==> config.mk <==
export PLATFORM = sky130hd
export DESIGN_NAME = edge_vignette_ordered_dither
export DESIGN_NICKNAME = d
export VERILOG_FILES = /design/src/evod_pkg.sv /design/src/edge_vignette_ordered_dither.sv /design/src/evod_border.sv /design/src/evod_scale.sv
export SDC_FILE = /design/constraint.sdc
export NUM_CORES = 1
export LEC_CHECK = 0
export ABC_CLOCK_PERIOD_IN_PS = 13900
export BUFFER_PORTS_ARGS = -buffer_cell sky130_fd_sc_hd__buf_2
export CAP_MARGIN = 20
export CORE_UTILIZATION = 30
export CTS_BUF_LIST = sky130_fd_sc_hd__clkbuf_8 sky130_fd_sc_hd__clkbuf_16
export DETAILED_ROUTE_END_ITERATION = 10
export SLEW_MARGIN = 20
export SYNTH_ARGS = -nofsm -noshare
export SYNTH_HDL_FRONTEND = slang
export SYNTH_SLANG_ARGS = --single-unit
==> constraint.sdc <==
create_clock -name clk -period 13.9 [get_ports clk]
set_input_delay 0.695 -clock clk [delete_from_list [all_inputs] [get_ports clk]]
set_output_delay 0.695 -clock clk [all_outputs]
set_load 0.01 [all_outputs]
==> src/evod_pkg.sv <==
// ----------------------------------------------------------------------------
// evod_pkg
// Shared widths, register codes, config struct and dither table for the
// edge vignette ordered dither block.
// ----------------------------------------------------------------------------
`default_nettype none

package evod_pkg;

	localparam int MARGIN = 70;

	localparam int X_W     = 12;
	localparam int Y_W     = 12;
	localparam int COLOR_W = 24;
	localparam int CH_W    = 8;
	localparam int SEV_W   = 9;
	localparam int FACT_W  = 9;
	localparam int DIM_W   = 13;

	localparam int IN_DATA_W  = 48;
	localparam int OUT_DATA_W = 24;

	localparam int CFG_ADDR_W = 2;
	localparam int CFG_DATA_W = 13;

	localparam logic [CFG_ADDR_W-1:0] REG_SEVERITY      = 2'd0;
	localparam logic [CFG_ADDR_W-1:0] REG_DARKEN_FACTOR = 2'd1;
	localparam logic [CFG_ADDR_W-1:0] REG_SCREEN_WIDTH  = 2'd2;
	localparam logic [CFG_ADDR_W-1:0] REG_SCREEN_HEIGHT = 2'd3;

	localparam logic [SEV_W-1:0]  SEVERITY_RST      = 9'd0;
	localparam logic [FACT_W-1:0] DARKEN_FACTOR_RST = 9'd115;
	localparam logic [DIM_W-1:0]  SCREEN_WIDTH_RST  = 13'd320;
	localparam logic [DIM_W-1:0]  SCREEN_HEIGHT_RST = 13'd240;

	localparam int SEV_MAX = 256;
	localparam int DIST_W  = $clog2(MARGIN + 1);
	localparam int PROD_W  = $clog2(MARGIN * SEV_MAX + 1);
	localparam int LVL_W   = 4;

	localparam logic [LVL_W-1:0] BAYER [4][4] = '{
		'{4'd0,  4'd8,  4'd2,  4'd10},
		'{4'd12, 4'd4,  4'd14, 4'd6},
		'{4'd3,  4'd11, 4'd1,  4'd9},
		'{4'd15, 4'd7,  4'd13, 4'd5}
	};

	typedef struct packed {
		logic [SEV_W-1:0]  severity;
		logic [FACT_W-1:0] darken_factor;
		logic [DIM_W-1:0]  screen_width;
		logic [DIM_W-1:0]  screen_height;
	} cfg_t;

	// threshold > level  <=>  (MARGIN - dist) * sev >= (level + 1) * MARGIN * 16
	function automatic logic [PROD_W-1:0] dither_limit(input logic [LVL_W-1:0] level);
		dither_limit = PROD_W'((int'(level) + 1) * MARGIN * 16);
	endfunction

endpackage

`default_nettype wire

==> src/edge_vignette_ordered_dither.sv <==
// ----------------------------------------------------------------------------
// edge_vignette_ordered_dither
// Darkens pixels near the screen border through a 4x4 ordered dither.
// ----------------------------------------------------------------------------
//
// channel   dir  request contents
// s_axis    in   tdata: pixel_x [11:0], pixel_y [23:12], pixel_color [47:24]
// m_axis    out  tdata: color_out [23:0]; tuser: darkened
// cfg       in   cfg_addr selects register, cfg_wdata value, cfg_we strobe
//
// one pixel per clock sustained while the output is not stalled
// input register feeds one combinational pass into the result register
// a stalled result holds; the input register still takes a pixel while empty
// reset clears both valid flags and loads the register reset values
//
`default_nettype none

module edge_vignette_ordered_dither (
	input  wire logic                                clk,
	input  wire logic                                arst_n,
	input  wire logic                                s_axis_tvalid,
	output logic                                     s_axis_tready,
	input  wire logic [evod_pkg::IN_DATA_W-1:0]      s_axis_tdata,  // pixel_x, pixel_y, pixel_color
	output logic                                     m_axis_tvalid,
	input  wire logic                                m_axis_tready,
	output logic      [evod_pkg::OUT_DATA_W-1:0]     m_axis_tdata,  // color_out
	output logic                                     m_axis_tuser,  // darkened
	input  wire logic                                cfg_we,
	input  wire logic [evod_pkg::CFG_ADDR_W-1:0]     cfg_addr,
	input  wire logic [evod_pkg::CFG_DATA_W-1:0]     cfg_wdata
);
	import evod_pkg::*;

	cfg_t cfg_q;

	logic               valid_s1;
	logic [X_W-1:0]     x_s1;
	logic [Y_W-1:0]     y_s1;
	logic [COLOR_W-1:0] color_s1;

	logic               valid_s2;
	logic [COLOR_W-1:0] color_s2;
	logic               dark_s2;

	logic               advance;
	logic               dark;
	logic [COLOR_W-1:0] color_scaled;

	always_ff @(posedge clk or negedge arst_n) begin
		if (!arst_n) begin
			cfg_q.severity      <= SEVERITY_RST;
			cfg_q.darken_factor <= DARKEN_FACTOR_RST;
			cfg_q.screen_width  <= SCREEN_WIDTH_RST;
			cfg_q.screen_height <= SCREEN_HEIGHT_RST;
		end else if (cfg_we) begin
			unique case (cfg_addr)
				REG_SEVERITY:      cfg_q.severity      <= cfg_wdata[SEV_W-1:0];
				REG_DARKEN_FACTOR: cfg_q.darken_factor <= cfg_wdata[FACT_W-1:0];
				REG_SCREEN_WIDTH:  cfg_q.screen_width  <= cfg_wdata[DIM_W-1:0];
				REG_SCREEN_HEIGHT: cfg_q.screen_height <= cfg_wdata[DIM_W-1:0];
			endcase
		end
	end

	assign advance       = !valid_s2 || m_axis_tready;
	assign s_axis_tready = !valid_s1 || advance;

	always_ff @(posedge clk or negedge arst_n) begin
		if (!arst_n) begin
			valid_s1 <= 1'b0;
			valid_s2 <= 1'b0;
		end else begin
			if (s_axis_tready) begin
				valid_s1 <= s_axis_tvalid;
			end
			if (advance) begin
				valid_s2 <= valid_s1;
			end
		end
	end

	always_ff @(posedge clk) begin
		if (s_axis_tvalid && s_axis_tready) begin
			x_s1     <= s_axis_tdata[X_W-1:0];
			y_s1     <= s_axis_tdata[X_W +: Y_W];
			color_s1 <= s_axis_tdata[X_W+Y_W +: COLOR_W];
		end
		if (advance && valid_s1) begin
			color_s2 <= dark ? color_scaled : color_s1;
			dark_s2  <= dark;
		end
	end

	evod_border u_border (
		.pixel_x (x_s1),
		.pixel_y (y_s1),
		.cfg     (cfg_q),
		.dark    (dark)
	);

	evod_scale u_scale (
		.color        (color_s1),
		.factor       (cfg_q.darken_factor),
		.color_scaled (color_scaled)
	);

	assign m_axis_tvalid = valid_s2;
	assign m_axis_tdata  = color_s2;
	assign m_axis_tuser  = dark_s2;

endmodule

`default_nettype wire

==> src/evod_border.sv <==
// ----------------------------------------------------------------------------
// evod_border
// Border distance, clamped severity and dither compare for one pixel.
// ----------------------------------------------------------------------------
`default_nettype none

module evod_border (
	input  wire logic [evod_pkg::X_W-1:0] pixel_x,
	input  wire logic [evod_pkg::Y_W-1:0] pixel_y,
	input  wire evod_pkg::cfg_t           cfg,
	output logic                          dark
);
	import evod_pkg::*;

	logic             on_screen;
	logic [DIM_W-1:0] x_ext;
	logic [DIM_W-1:0] y_ext;
	logic [DIM_W-1:0] dist_right;
	logic [DIM_W-1:0] dist_bottom;
	logic [DIM_W-1:0] dist_h;
	logic [DIM_W-1:0] dist_v;
	logic [DIM_W-1:0] dist_min;
	logic             near;
	logic [DIST_W-1:0] depth;
	logic [SEV_W-1:0]  sev;
	logic [PROD_W-1:0] strength;
	logic [LVL_W-1:0]  level;

	assign x_ext = DIM_W'(pixel_x);
	assign y_ext = DIM_W'(pixel_y);

	assign on_screen = (x_ext < cfg.screen_width) && (y_ext < cfg.screen_height);

	// only meaningful when on screen
	assign dist_right  = cfg.screen_width - DIM_W'(1) - x_ext;
	assign dist_bottom = cfg.screen_height - DIM_W'(1) - y_ext;

	assign dist_h   = (dist_right < x_ext) ? dist_right : x_ext;
	assign dist_v   = (dist_bottom < y_ext) ? dist_bottom : y_ext;
	assign dist_min = (dist_v < dist_h) ? dist_v : dist_h;

	assign near  = dist_min < DIM_W'(MARGIN);
	assign depth = DIST_W'(DIM_W'(MARGIN) - dist_min);

	assign sev = (cfg.severity > SEV_W'(SEV_MAX)) ? SEV_W'(SEV_MAX) : cfg.severity;

	assign strength = PROD_W'(depth) * PROD_W'(sev);
	assign level    = BAYER[pixel_y[1:0]][pixel_x[1:0]];

	assign dark = on_screen && near && (strength >= dither_limit(level));

endmodule

`default_nettype wire

==> src/evod_scale.sv <==
// ----------------------------------------------------------------------------
// evod_scale
// Scales the three color channels by a Q1.8 factor, saturating at full scale.
// ----------------------------------------------------------------------------
`default_nettype none

module evod_scale (
	input  wire logic [evod_pkg::COLOR_W-1:0] color,
	input  wire logic [evod_pkg::FACT_W-1:0]  factor,
	output logic      [evod_pkg::COLOR_W-1:0] color_scaled
);
	import evod_pkg::*;

	localparam int MUL_W = CH_W + FACT_W;

	for (genvar i = 0; i < 3; i++) begin : g_ch
		logic [MUL_W-1:0]  mul;
		logic [FACT_W-1:0] shifted;

		assign mul     = MUL_W'(color[i*CH_W +: CH_W]) * MUL_W'(factor);
		assign shifted = mul[MUL_W-1:CH_W];
		assign color_scaled[i*CH_W +: CH_W] =
			(shifted > FACT_W'(255)) ? 8'hFF : shifted[CH_W-1:0];
	end

endmodule

`default_nettype wire

==> metrics.md <==
| Metric | Value |
|---|---|
| Outcome | `finished clean` |
| Die Ht | `about 240 um` |
| Drt first-iter violations | `approximately 530` |
| Critical-path top delay cell | `fa_1` |
| Tmin final | `about 13 ns` |
| Starting density of the core | `30.4%` |
| FP Rows | `85` |
| Max VDD drop | `a little under 0.2 mV` |
| Arr. time, crit path | `between 10 and 15 ns` |
| DRC violations left | `0` |
| Max-Cap Viols | `0` |
| PD cells | `263 nW/um^2` |
| Ys async rst share | `roughly 39%` |
| GRT Resource Usage Total | `between 15 and 20%` |
| Final Hold Vio Count | `0` |
| Final Non-Filler Cells | `roughly 2500` |
| Routed Antenna Nets | `0` |
| Routed via count | `12281` |
| Fin util | `approximately 34%` |
| Distinct cells, synth | `between 70 and 80` |
| Clock Skew | `approximately 0.017 ns` |
| Final Max Tran Viols | `0` |
| Sum Neg Setup Slack | `0 ns` |
| Mapped cell area | `16400 sq um` |
| Register bit total from synthesis | `119` |
| First-pass GRT wire length | `roughly 67000 um` |
| Synth Area in Simple Gates | `between 15 and 20%` |
| Mean post-synth cell area | `9.48 sq um` |
| Vias in the first global route | `13088` |
| DIE AREA | `about 55000 sq um` |
| Fillcell total | `5481` |
| Clock buffer count from CTS | `17` |
| CP max FO | `10` |
| Wire per inst | `16.1 um` |
| Ant diodes | `0` |
| First-pass DRT Iterations | `5` |
| Overflow after GRT | `0` |
| Pin count of the biggest net entering global routing | `49` |
| H-tree Lvls | `4` |
| Placed cells | `between 2000 and 2500` |
| WP data required | `around 14 ns` |
| Initial antenna violation count | `6` |
| Leakage power | `8.92 nW` |
| Hold_buf cts | `0` |
| Hold Slack | `about 0.34 ns` |
| Crit path kind | `register to register` |
| Routed WL | `~40000 um` |
| Total Power | `0.00486 W` |
| CTS tree | `built` |
| CP endpoint | `m_axis_tdata[15]$_DFFE_PP_` |
| Io pins | `95` |
| Reg2reg end | `m_axis_tdata[15]$_DFFE_PP_` |
| Synth Area in Adders | `a little under two fifths` |
| Layout cells sized above 1 | `around 15%` |
| Top FF cell, synth | `edfxtp_1` |
| Final setup fails | `0` |
| Yosys warnings | `0` |
| Worst slew pin tran | `just under 1 ns` |
| Core Region | `~54000 sq um` |
| Crit-path max cell delay | `0.55 ns` |
| Crit start category | `register` |
| RD Place Congestion | `0.886` |
| P&R area growth vs syn | `12.9%` |
| IO buf count | `94` |
| Mux share of post-synthesis cell area | `under 10%` |
| Vias per cell | `between 4 and 5` |
| Largest family of logic cells by synthesized area | `adder cells` |
| Dpl hpwl | `around 32000 um` |
| Clock latency at the later pin of the worst-skew pair | `~0.45 ns` |
| CTS Root Buffer Type | `clkbuf_16` |
| Worst Setup End Kind | `register` |
| Fmax | `76.5 MHz` |
| Mapped Cells | `between 1500 and 2000` |
| Nets | `approximately 2300` |
| Slew HR | `34.8%` |
| Launch point of the critical path | `y_s1[0]$_DFFE_PP_` |
| Worst Hold Class | `primary input to async pin` |
| Synth Area in XOR/XNOR | `around 3.5%` |
| Die X | `236 um` |
| Post-synth EDFFs | `73` |
| R2R Path Start | `y_s1[0]$_DFFE_PP_` |
| Post-synthesis net count | `2198` |
| Final period util | `between 90% and 100%` |
| Sequential share of the synthesized area | `20.5%` |
| Worst R2R Setup Slack | `roughly 0.83 ns` |
| Clock Path Buffers | `2` |
| CTS clk-pin slew, worst paths | `about 0.070 ns` |
| Clk sinks | `between 100 and 150` |
| Compound-Gate Fraction of Synth Area | `9.93%` |
| R2R cell count | `55` |
how the worst min path moves through the flow:
| stage | endpoint |
|---|---|
| after floorplan | cfg_q[0]$_DFFE_PN0P_ |
| after global placement | m_axis_tvalid$_DFFE_PN0P_ |
| after detailed placement | m_axis_tvalid$_DFFE_PN0P_ |
| after CTS | cfg_q[16]$_DFFE_PN0P_ |
| after global routing | x_s1[6]$_DFFE_PP_ |
| final | cfg_q[16]$_DFFE_PN0P_ |
timing repair:
| item | CTS | global route |
|---|---|---|
| endpoints found under the setup margin | 24 | 25 |
| pin swaps | 1 | 8 |
| cloned | 0 | 0 |
| buffers inserted | 3 | 12 |
| resized for setup | 4 | 28 |
cell families after synthesis:
group	count (synthesis)
and+or+nand+nor	523
adders and majority gates	403
buffers and inverters	307
AOI/OAI and AO/OA	235
DFF	119
muxes	72
xor gates and xnor gates	66
other	2
power breakdown:
part | switching, W | internal (W)
Combinational | 0.00211 | 0.00175
Clock | 0.000189 | 0.000300
Sequential | 0.0000775 | 0.000428
state kept, by name, summed over array words and instances (netlist names):
signal / cells
cfg_q: 44
color_s1: 24
m_axis_tdata: 24
m_axis_tuser: 1
m_axis_tvalid: 1
valid_s1: 1
x_s1: 12
y_s1: 12
cells in the mapped netlist (3+ instances only):
| cell | n | area [sq um] |
|---|---|---|
| a41o_1 | 5 | 50.1 |
| o21ai_0 | 46 | 230 |
| a21oi_2 | 10 | 87.6 |
| o41ai_1 | 7 | 61.3 |
| o31a_1 | 4 | 35.0 |
| xnor2_1 | 48 | 420 |
| inv_1 | 253 | 950 |
| mux2i_1 | 16 | 160 |
| and2_1 | 111 | 694 |
| or2_2 | 8 | 50.1 |
| nand3_1 | 15 | 75.1 |
| or2_1 | 4 | 25.0 |
| clkbuf_1 | 48 | 180 |
| edfxtp_1 | 73 | 2190 |
| o41a_1 | 3 | 33.8 |
| a2111oi_0 | 6 | 52.6 |
| nor3_1 | 29 | 145 |
| a21o_1 | 16 | 120 |
| o21a_1 | 20 | 150 |
| nor2_1 | 112 | 420 |
| o21bai_1 | 3 | 22.5 |
| nand2b_1 | 21 | 131 |
| ha_1 | 244 | 3050 |
| mux2_2 | 54 | 608 |
| dfstp_2 | 11 | 289 |
| nand4_1 | 4 | 25.0 |
| nand3b_1 | 3 | 22.5 |
| a211o_1 | 5 | 43.8 |
| a31oi_1 | 4 | 25.0 |
| xor2_1 | 18 | 158 |
| a21oi_1 | 60 | 300 |
| or3_1 | 7 | 43.8 |
| and3_1 | 10 | 62.6 |
| a211oi_1 | 10 | 75.1 |
| o31ai_1 | 3 | 22.5 |
| a21boi_0 | 5 | 37.5 |
| nor2_4 | 3 | 33.8 |
| nand2_1 | 164 | 616 |
| o211ai_1 | 5 | 37.5 |
| fa_1 | 159 | 3180 |
| o21ai_1 | 3 | 15.0 |
| dfrtp_1 | 35 | 876 |
| nor2b_1 | 24 | 150 |
metrics by stage:
stage	cell area, sq um	worst slack [ns]
2_1_floorplan	16400	0.794
3_3_place_gp	17600	0.390
3_5_place_dp	17600	-0.220
4_1_cts	18300	0.0551
5_1_grt	18500	-0.0476
6_report	18500	0.826
metal layers:
layer / global-route usage [%] / vias up / part of all wire (%)
met4: 4.22 / 0 / 2.2
met5: 0 / - / 0
li1: - / 5911 / -
met3: 2.63 / 57 / 4.8
met2: 26.1 / 277 / 48
met1: 19.7 / 6036 / 45
cell usage in the layout (no fill, tap or decap), types with 34 or more instances in the layout:
cell / synthesis / final
nand2_1: 164 / 164
edfxtp_1: 73 / 73
buf_4: 2 / 34
fa_1: 159 / 159
dfrtp_1: 35 / 35
mux2_2: 54 / 54
ha_1: 244 / 243
buf_2: 1 / 94
and2_1: 111 / 110
o21ai_0: 46 / 40
xnor2_1: 48 / 48
a21oi_1: 60 / 56
nor2_1: 112 / 112
inv_1: 253 / 251
area by class of cell:
type                       count  area, sq um  area share [%]
tap                          696          871            4.71
clock buffer                  17          425            2.30
timing repair buffer         129          737            3.99
multi-input combinational   1301        11900            64.6
inverter                     253          950            5.14
clock inverter                15          201            1.09
sequential                   119         3360            18.2
worst max-delay path, delay by kind of cell, from the launching register on:
| family | cells | cell delay (ns) |
|---|---|---|
| muxes | 1 | 0.41 |
| and+or+nand+nor | 10 | 1.49 |
| DFF | 1 | 0.38 |
| AOI/OAI and AO/OA | 23 | 5.10 |
| buffers and inverters | 8 | 0.77 |
| xor gates and xnor gates | 2 | 0.41 |
| adders and majority gates | 11 | 4.21 |
(Power assumes the default switching activity.)
